[src/rtl/core/wmpc_pkg.sv]
// Package for the module policy checker: phases, verdict codes, register indexes
// and the front-to-back queue entry. No dependencies.
`default_nettype none
package wmpc_pkg;
  typedef enum logic [1:0] {PH_HEADER, PH_SEC_ID, PH_SEC_SIZE, PH_SEC_BODY} phase_t;

  localparam logic [4:0] V_OK = 5'd0;
  localparam logic [4:0] V_SIZE = 5'd1;
  localparam logic [4:0] V_SHORT = 5'd2;
  localparam logic [4:0] V_HEADER = 5'd3;
  localparam logic [4:0] V_TRUNC = 5'd4;
  localparam logic [4:0] V_LEB_OVF = 5'd5;
  localparam logic [4:0] V_LEB_LONG = 5'd6;
  localparam logic [4:0] V_DUP_IMPORT = 5'd7;
  localparam logic [4:0] V_IMPORT_CNT = 5'd8;
  localparam logic [4:0] V_IMPORT_TRAIL = 5'd9;
  localparam logic [4:0] V_DUP_MEM = 5'd10;
  localparam logic [4:0] V_MEM_CNT = 5'd11;
  localparam logic [4:0] V_MEM_FLAGS = 5'd12;
  localparam logic [4:0] V_MEM_LIMITS = 5'd13;
  localparam logic [4:0] V_MEM_TRAIL = 5'd14;
  localparam logic [4:0] V_START = 5'd15;
  localparam logic [4:0] V_NO_MEM = 5'd16;

  localparam logic [7:0] SEC_IMPORT = 8'd2;
  localparam logic [7:0] SEC_MEMORY = 8'd5;
  localparam logic [7:0] SEC_START = 8'd8;

  localparam logic [0:0] REG_SIZE_LIMIT = 1'b0;
  localparam logic [0:0] REG_PAGE_CAP = 1'b1;

  localparam logic [32:0] BYTES_MAX = 33'h1_FFFF_FFFF;

  function automatic logic [7:0] hdr_byte(input logic [2:0] i);
    case (i)
      3'd1: hdr_byte = 8'h61;
      3'd2: hdr_byte = 8'h73;
      3'd3: hdr_byte = 8'h6d;
      3'd4: hdr_byte = 8'h01;
      default: hdr_byte = 8'h00;
    endcase
  endfunction

  typedef struct packed {
    logic [7:0] data;
    logic       last;
    logic       size_over;
  } qent_t;
endpackage
`default_nettype wire

[src/rtl/core/wmpc_back.sv]
// Back: header check, section walk, LEB decode and verdict register.
// Depends on wmpc_pkg.
`default_nettype none
module wmpc_back (
  input  wire logic           clk,
  input  wire logic           rst_n,
  input  wire logic           q_valid,
  input  wmpc_pkg::qent_t     q_data,
  output logic                q_pop,
  input  wire logic [16:0]    page_cap,
  output logic                out_valid,
  input  wire logic           out_ready,
  output logic [4:0]          out_verdict
);
  import wmpc_pkg::*;
  phase_t      ph_r, ph_nxt;
  logic [2:0]  pos_r, pos_nxt;
  logic [7:0]  sid_r, sid_nxt;
  logic [31:0] left_r, left_nxt;
  logic [34:0] acc_r, acc_nxt;
  logic [2:0]  li_r, li_nxt;
  logic [2:0]  fi_r, fi_nxt;
  logic [31:0] low_r, low_nxt;
  logic        imp_r, imp_nxt, mem_r, mem_nxt;
  logic [4:0]  pf_r, pf_nxt, lf_r, lf_nxt;
  logic        ov_r;
  logic [4:0]  v_r, verdict;
  logic        go;
  logic [7:0]  b;
  logic [34:0] lacc;
  logic        ldone;
  logic [2:0]  linc;
  logic [31:0] lval;

  assign go = q_valid && (!ov_r || out_ready);
  assign q_pop = go;
  assign b = q_data.data;
  assign out_valid = ov_r;
  assign out_verdict = v_r;

  always_comb begin
    lacc = acc_r | ({28'd0, b[6:0]} << ({3'd0, li_r} * 6'd7));
    ldone = !b[7];
    linc = li_r + 3'd1;
    lval = lacc[31:0];
  end

  always_comb begin
    logic endsec;
    ph_nxt = ph_r; pos_nxt = pos_r; sid_nxt = sid_r; left_nxt = left_r;
    acc_nxt = acc_r; li_nxt = li_r; fi_nxt = fi_r; low_nxt = low_r;
    imp_nxt = imp_r; mem_nxt = mem_r; pf_nxt = pf_r; lf_nxt = lf_r;
    endsec = 1'b0;
    if (pos_r != 3'd7 || ph_r != PH_HEADER) pos_nxt = pos_r + 3'd1;
    if (lf_r == V_OK) begin
      case (ph_r)
        PH_HEADER: begin
          if (b != hdr_byte(pos_r)) lf_nxt = V_HEADER;
          else if (pos_r == 3'd7) ph_nxt = PH_SEC_ID;
        end
        PH_SEC_ID: begin
          sid_nxt = b; acc_nxt = '0; li_nxt = '0; ph_nxt = PH_SEC_SIZE;
        end
        PH_SEC_SIZE: begin
          acc_nxt = lacc;
          if (ldone) begin
            if (lacc[34:32] != 3'd0) lf_nxt = V_LEB_OVF;
            else begin
              left_nxt = lval; pf_nxt = V_OK; fi_nxt = '0;
              acc_nxt = '0; li_nxt = '0; ph_nxt = PH_SEC_BODY;
              if (sid_r == SEC_IMPORT) begin
                if (imp_r) pf_nxt = V_DUP_IMPORT; else imp_nxt = 1'b1;
              end else if (sid_r == SEC_MEMORY) begin
                if (mem_r) pf_nxt = V_DUP_MEM; else mem_nxt = 1'b1;
              end else if (sid_r == SEC_START) pf_nxt = V_START;
              endsec = lval == 32'd0;
            end
          end else begin
            li_nxt = linc;
            if (linc == 3'd5) lf_nxt = V_LEB_LONG;
          end
        end
        default: begin
          if (left_r != 32'd0) left_nxt = left_r - 32'd1;
          if (pf_r == V_OK) begin
            if (sid_r == SEC_IMPORT && fi_r >= 3'd1) pf_nxt = V_IMPORT_TRAIL;
            else if (sid_r == SEC_MEMORY && fi_r >= 3'd4) pf_nxt = V_MEM_TRAIL;
            else if (sid_r == SEC_IMPORT || sid_r == SEC_MEMORY) begin
              acc_nxt = lacc;
              if (!ldone) begin
                li_nxt = linc;
                if (linc == 3'd5) pf_nxt = V_LEB_LONG;
              end else if (lacc[34:32] != 3'd0) pf_nxt = V_LEB_OVF;
              else begin
                acc_nxt = '0; li_nxt = '0; fi_nxt = fi_r + 3'd1;
                if (sid_r == SEC_IMPORT) begin
                  if (lval != 32'd0) pf_nxt = V_IMPORT_CNT;
                end else if (fi_r == 3'd0) begin
                  if (lval != 32'd1) pf_nxt = V_MEM_CNT;
                end else if (fi_r == 3'd1) begin
                  if (lval != 32'd1) pf_nxt = V_MEM_FLAGS;
                end else if (fi_r == 3'd2) low_nxt = lval;
                else if (lval < low_r || low_r > {15'd0, page_cap} ||
                         lval > {15'd0, page_cap}) pf_nxt = V_MEM_LIMITS;
              end
            end
          end
          endsec = left_nxt == 32'd0;
        end
      endcase
      if (endsec) begin
        if (pf_nxt == V_OK && ((sid_r == SEC_IMPORT && fi_nxt < 3'd1) ||
            (sid_r == SEC_MEMORY && fi_nxt < 3'd4))) pf_nxt = V_TRUNC;
        if (pf_nxt != V_OK) lf_nxt = pf_nxt;
        pf_nxt = V_OK; acc_nxt = '0; li_nxt = '0; fi_nxt = '0; ph_nxt = PH_SEC_ID;
      end
    end
  end

  always_comb begin
    if (q_data.size_over) verdict = V_SIZE;
    else if (pos_r != 3'd7 && ph_r == PH_HEADER) verdict = V_SHORT;
    else if (lf_nxt != V_OK) verdict = lf_nxt;
    else if (ph_nxt != PH_SEC_ID) verdict = V_TRUNC;
    else if (!mem_nxt) verdict = V_NO_MEM;
    else verdict = V_OK;
  end

  always_ff @(posedge clk) begin
    if (go && q_data.last) v_r <= verdict;
    if (go) begin
      sid_r <= sid_nxt; left_r <= left_nxt; acc_r <= acc_nxt; low_r <= low_nxt;
    end
  end

  always_ff @(posedge clk) begin
    if (!rst_n) begin
      ov_r <= 1'b0;
      ph_r <= PH_HEADER; pos_r <= '0; li_r <= '0; fi_r <= '0;
      imp_r <= 1'b0; mem_r <= 1'b0; pf_r <= V_OK; lf_r <= V_OK;
    end else begin
      if (go) ov_r <= q_data.last;
      else if (out_ready) ov_r <= 1'b0;
      if (go) begin
        if (q_data.last) begin
          ph_r <= PH_HEADER; pos_r <= '0; li_r <= '0; fi_r <= '0;
          imp_r <= 1'b0; mem_r <= 1'b0; pf_r <= V_OK; lf_r <= V_OK;
        end else begin
          ph_r <= ph_nxt; pos_r <= pos_nxt; li_r <= li_nxt; fi_r <= fi_nxt;
          imp_r <= imp_nxt; mem_r <= mem_nxt; pf_r <= pf_nxt; lf_r <= lf_nxt;
        end
      end
    end
  end
endmodule
`default_nettype wire

[config.mk]
export PLATFORM = sky130hd
export DESIGN_NAME = wmpc_back
export DESIGN_NICKNAME = d
export VERILOG_FILES = /design/src/rtl/core/wmpc_pkg.sv /design/src/rtl/core/wmpc_back.sv
export SDC_FILE = /design/constraint.sdc
export NUM_CORES = 1
export LEC_CHECK = 0
export BUFFER_PORTS_ARGS = -buffer_cell sky130_fd_sc_hd__buf_2
export CORE_MARGIN = 2
export CORE_UTILIZATION = 39
export DETAILED_ROUTE_END_ITERATION = 10
export HOLD_SLACK_MARGIN = 0.12
export PLACE_DENSITY = 0.6
export SETUP_SLACK_MARGIN = 0.2
export SYNTH_ARGS = -nofsm -noshare
export SYNTH_HDL_FRONTEND = slang
export SYNTH_SLANG_ARGS = --single-unit
[constraint.sdc]
create_clock -name clk -period 6.1 [get_ports clk]
set_input_delay 1.22 -clock clk [delete_from_list [all_inputs] [get_ports clk]]
set_output_delay 1.22 -clock clk [all_outputs]
set_load 0.03 [all_outputs]
==> results of run 1 <==
state kept, by name, indices dropped and copies added (netlist names):
name and cells:
left_r 32, li_r 3, out_valid 1, ph_r 2, pos_r 3, imp_r 1, fi_r 3, pf_r 5
mem_r 1, sid_r 8, out_verdict 5, lf_r 5, acc_r 35, low_r 32
stage by stage:
stage | total power [mW] | utilization (%)
2_1_floorplan | 1.08 | -
3_3_place_gp | 1.12 | 41.9
3_5_place_dp | 1.12 | 41.9
4_1_cts | 2.17 | 44.2
5_1_grt | 2.21 | 44.2
6_report | 2.16 | 44.2
metal layers:
metal | vias up | share of wire (%) | track usage [%]
met4 | 0 | 3.0 | 8.69
met5 | - | 0 | 0
met2 | 317 | 45 | 35.1
li1 | 4072 | - | -
met1 | 4081 | 45 | 31.7
met3 | 53 | 6.7 | 4.46
report_power, final:
part           internal (mW)  leakage (nW)  switching (mW)
Clock                  0.607         0.276           0.445
Combinational         0.0379          2.78          0.0676
Sequential             0.995         0.965         0.00287
worst paths after layout:
kind,start,endpoint,slack (ns),cells past startpoint
worst max-delay path,li_r[1],out_verdict[4],1.30,16
worst min-delay path,out_valid,out_valid,0.51,2
worst max register to register,li_r[1],out_verdict[4],1.30,16
worst min register to register,out_valid,out_valid,0.51,2
cell usage in the layout, fill, tap and decap left out, types with 12 or more instances in the layout:
cell type  count
buf_4         23
or3_1         12
a31oi_1       13
a21oi_1       91
ha_1          85
xor2_1        15
nor3_1        27
edfxtp_1     112
nor2b_1       19
nand2_1       71
or4_1         15
o31ai_1       12
buf_2         37
nor4_1        21
dfxtp_1       24
o21ai_0       48
a21o_1        16
nand2b_1      12
nand4_1       19
clkbuf_16     17
inv_1        104
nor2_1        97
nand3_1       26
cell families (layout without fill, tap and decap cells):
group / Yosys count / in the layout / share of synthesized area (%)
simple gates: 397 / 397 / 22.3
compound gates: 277 / 277 / 19.0
buf+inv: 143 / 197 / 5.75
flops: 136 / 136 / 39.2
fa+ha+maj: 85 / 85 / 10.9
xor+xnor: 23 / 23 / 2.06
mux: 8 / 8 / 0.855
area by class of cell:
type	count	area, um^2	area share (%)
sequential	136	3840	34.9
inverter	105	394	3.58
multi-input combinational	790	5410	49.2
tap	330	413	3.75
clock buffer	19	433	3.93
clock inverter	13	148	1.34
timing repair buffer	60	358	3.25
worst reg2reg max path, stage by stage, from the launching register on:
cell,delay [ns]
dfxtp_1,0.73
nor3b_1,0.65
a21oi_1,0.15
buf_4,0.19
inv_1,0.13
ha_1,0.25
and4_1,0.24
a211oi_1,0.22
o211ai_1,0.13
o31ai_1,0.26
o211ai_1,0.34
nor3_2,0.37
a211oi_2,0.17
nor4b_2,0.32
o21ai_1,0.20
nand3_1,0.12
o31ai_1,0.06
==> out/qor.yml, run 1 <==
drtIter0Drc: 815
grt_pass1_wl_um: 46200
ioPinCount: 38
placed_cells: 1421
grt_usage_pct: 22.8
layout_min_cycle_time_ns: 4.80
powerDensity_mw_per_mm2: 196
hold_viol_final: 0
tns_ns: 0
crit_path_start_kind: "flop"
avgSynthCellArea_um2: 9.17
critPathMaxFanout: 20
synth_edf_count: 112
grt_max_degree: 39
cts.clk_slew.worst_paths_ns: 0.07
async_flop_share_pct: 0
rsz0062_at_grt: "false"
worstPathRequired_ns: 6.27
synth_area_mm2: 0.00980
drt-total-wl_um: 29400
setup_ws_ns: 1.30
port_buffers: 37
num_rows: 58
synth-seq-cells: 136
gp_congestion: 0.927
clk_path_buf_depth: 2
max-slew-margin-rel_pct: 29.6
cts_buffers: 17
diodes: 0
drive_above_1_share_pct: 11.8
area_delta_synth_final_pct: 12.3
place_ws_ns: 0.916
firstDrtPassIters: 6
maxSlewViolCount: 0
final_cell_area_mm2: 0.0110
synth_cell_types: 90
clock_latency_ns: 0.43
fmax_mhz: 209
finalCritPeriodShare_pct: 78.6
synth.largest_area_cell: "edfxtp_1"
ant_nets: 0
irDropWorstVdd_mv: 0.175
drv_cap: 0
num-nets-final: 1226
p_leak_nw: 4.02
globalRouteOverflowTotal: 0
h-tree-depth: 4
grt_antenna_before_repair: 0
ys.flop_type: "edfxtp_1"
final_cells: 1453
synth_nets: 1185
placed_area_mm2: 0.0104
postCtsHoldBufs: 0
ctsResizeCount: 0
routed_via_density: 5.87
cpLargestDelayFamily: "simple AND/OR/NAND/NOR gates"
die_area_mm2: 0.0264
vias: 8523
finalSetupViolations: 0
grt_pass1_vias: 8044
yosysMostFrequentCell: "edfxtp_1"
post_cts_buffers: 0
fp.dieW_um: 163
cts_root_buffer: "clkbuf_16"
final.fill_count: 2446
synth_top_cell_area_share_pct: 34.3
ys_top_cells_by_area: "edfxtp_1, ha_1, dfxtp_1, a21oi_1, inv_1"
yosys-top-cells-count: "edfxtp_1, inv_1, nor2_1, a21oi_1, ha_1"
cts_tree: "done"
avgRoutedWirePerCell_um: 20.3
coreArea_mm2: 0.0249
dp_hpwl_um: 22000
post-route-drc-count: 0
crit_path_end_kind: "flop"
crit_arrival_ns: 4.97
yosysWarnings: 0
crit_type: "reg2reg"
die_h_um: 163
cp_num_buf_inv: 2
yosysSeqAreaShare_pct: 39.2
whs_ns: 0.511
cpMaxStageDelayCell: "dfxtp_1"
start_util_pct: 39.4
clock-sinks: 136
path_cells: "nor3b_1, a21oi_1, buf_4, inv_1, ha_1, and4_1, a211oi_1, o211ai_1, o31ai_1, o211ai_1, nor3_2, a211oi_2, nor4b_2, o21ai_1, nand3_1, o31ai_1"
worst_pin_slew_ns: 1.05
outcome: "finished, final reports clean"
postSynthCellCount: 1069
skew_ns: 0.00971
slowest_delay_ns: 0.73
min_path_type: "reg2reg"
No activity file was read; power rests on OpenSTA's default activity.
==> run 2: changes to the inputs <==
PLACE_DENSITY = 0.58   (was 0.6)
clock period = 4.7 ns   (was 6.1 ns; I/O delays follow)
==> run 2 against run 1 <==
Net effect: flip-flop and latch count unchanged; critical path depth down 1; largest cell class unchanged; final cell count up 2.4%; total power up 35%; first-iteration DRC count up 2.7%; highest routed layer unchanged; clock skew up 0.0038 ns; critical endpoint is now out_verdict[2]; worst hold slack worse by 0.0059 ns; sequential share of layout area down 1.1 points.
==> out/qor.yml, run 2 (same netlist as run 1, synthesis figures left out) <==
grt_antenna_before_repair: 0  # unchanged
max-slew-margin-rel_pct: 41.2  # +12 points
grt_usage_pct: 22.6  # -0.22 points
placed_area_mm2: 0.0107  # +2.8%
coreArea_mm2: 0.0249  # unchanged
largestRegisters: "acc_r (35), left_r (32), low_r (32)"
whs_ns: 0.505  # -0.00590 ns
die_h_um: 163  # unchanged
place_ws_ns: 0.102  # -0.814 ns
min_path_type: "reg2reg"
diodes: 0  # unchanged
utilization_pct: 45.6  # +1.4 points
crit_path_end_kind: "flop"
ant_nets: 0  # unchanged
clk_path_buf_depth: 2  # unchanged
tns_ns: 0  # unchanged
final_cells: 1488  # +2.4%
skew_ns: 0.0135  # +0.00383 ns
num_rows: 58  # unchanged
grt_max_degree: 43  # +10%
grt_pass1_wl_um: 45800  # -0.82%
drt-total-wl_um: 29600  # +0.47%
gp_congestion: 0.943  # +1.7%
most-common-layout-cells: "edfxtp_1, inv_1, nor2_1"
finalCritPeriodShare_pct: 87.4
worst_pin_slew_ns: 0.875  # -0.179 ns
drtIter0Drc: 837  # +2.7%
outcome: "finished, final reports clean"
largest_reg_flops: 35  # unchanged
rsz0062_at_grt: "false"
powerDensity_mw_per_mm2: 257  # +31%
start_util_pct: 39.4  # unchanged
crit_arrival_ns: 4.36  # -0.61 ns
port_buffers: 37  # unchanged
cts.clk_slew.worst_paths_ns: 0.07  # about the same
irDropWorstVdd_mv: 0.256  # +46%
firstDrtPassIters: 5  # -1
crit_type: "in2reg"
num-nets-final: 1262  # +2.9%
h-tree-depth: 4  # unchanged
fp.dieW_um: 163  # unchanged
drv_cap: 0  # unchanged
crit_path_start_kind: "input pin"
ioPinCount: 38  # unchanged
cts_tree: "done"
p_leak_nw: 4.25  # +5.7%
drive_above_1_share_pct: 14.9  # +3.0 points
dp_hpwl_um: 22400  # +2.2%
final_common_cell: "edfxtp_1"
clock_latency_ns: 0.44  # about the same
globalRouteOverflowTotal: 0  # unchanged
area_delta_synth_final_pct: 15.9
cts_buffers: 17  # unchanged
vias: 8567  # +0.52%
final_cell_area_mm2: 0.0114  # +3.3%
regMostFlops: "acc_r"
critPathMaxFanout: 9  # -55%
fmax_mhz: 243
hold_viol_final: 0  # unchanged
power_mw: 2.92  # +35%
routed_via_density: 5.76  # -1.8%
cts_root_buffer: "clkbuf_16"
worstPathRequired_ns: 4.95  # -1.32 ns
post-route-drc-count: 0  # unchanged
maxSlewViolCount: 0  # unchanged
placed_cells: 1457  # +2.5%
post_cts_buffers: 0  # unchanged
grt_pass1_vias: 8294  # +3.1%
setup_ws_ns: 0.591  # -0.713 ns
finalSetupViolations: 0  # unchanged
die_area_mm2: 0.0264  # unchanged
clock-sinks: 136  # unchanged
layout_min_cycle_time_ns: 4.11
avgRoutedWirePerCell_um: 19.9  # -1.9%
## run 2: area by class of cell
| cell class | count | area (um^2) |
|---|---|---|
| Multi-Input combinational cell | 790 | 5430 |
| Clock inverter | 14 | 203 |
| Clock buffer | 17 | 425 |
| Timing Repair Buffer | 96 | 653 |
| Fill cell | 2418 | 13500 |
| Inverter | 105 | 394 |
| Sequential cell | 136 | 3840 |
| Tap cell | 330 | 413 |
## run 2: path summary, 6_finish.rpt
check	start	end	slack (ns)	cells after the start
max	q_data[7]	out_verdict[2]	0.59	15
min	out_valid	out_valid	0.51	2
max reg2reg	li_r[0]	out_verdict[2]	0.63	16
min reg2reg	out_valid	out_valid	0.51	2
## run 2: power breakdown
| part | internal (mW) | leakage, nW | switching [mW] |
|---|---|---|---|
| Combinational | 0.0529 | 2.98 | 0.0921 |
| Sequential | 1.29 | 0.965 | 0.00342 |
| Clock | 0.934 | 0.310 | 0.546 |
## run 2: per-layer routing
layer	part of all wire (%)	GRT usage (%)	vias up	routed length [um]
met4	3.0	8.29	0	899
li1	-	-	4145	-
met2	45	36.2	306	13400
met1	46	30.5	4054	13500
met5	0	0	-	0
met3	6.0	4.07	62	1780
## run 2: worst max-delay path, cell delays in order
cell and delay (ns):
buf_2 0.18, nor2b_2 0.34, a21oi_1 0.14, inv_1 0.14, ha_1 0.25, and4_1 0.21, a221o_1 0.36, o211ai_1 0.21
and3_1 0.30, nor3_1 0.10, nor3_1 0.41, nor4b_2 0.12, o21ai_1 0.30, nand3_1 0.12, o31ai_1 0.22
## run 2: what timing repair did
action                                  in CTS  in global routing
endpoints found under the setup margin       0                  5
resized for setup                            0                  5
hold buffers                                 0                  0
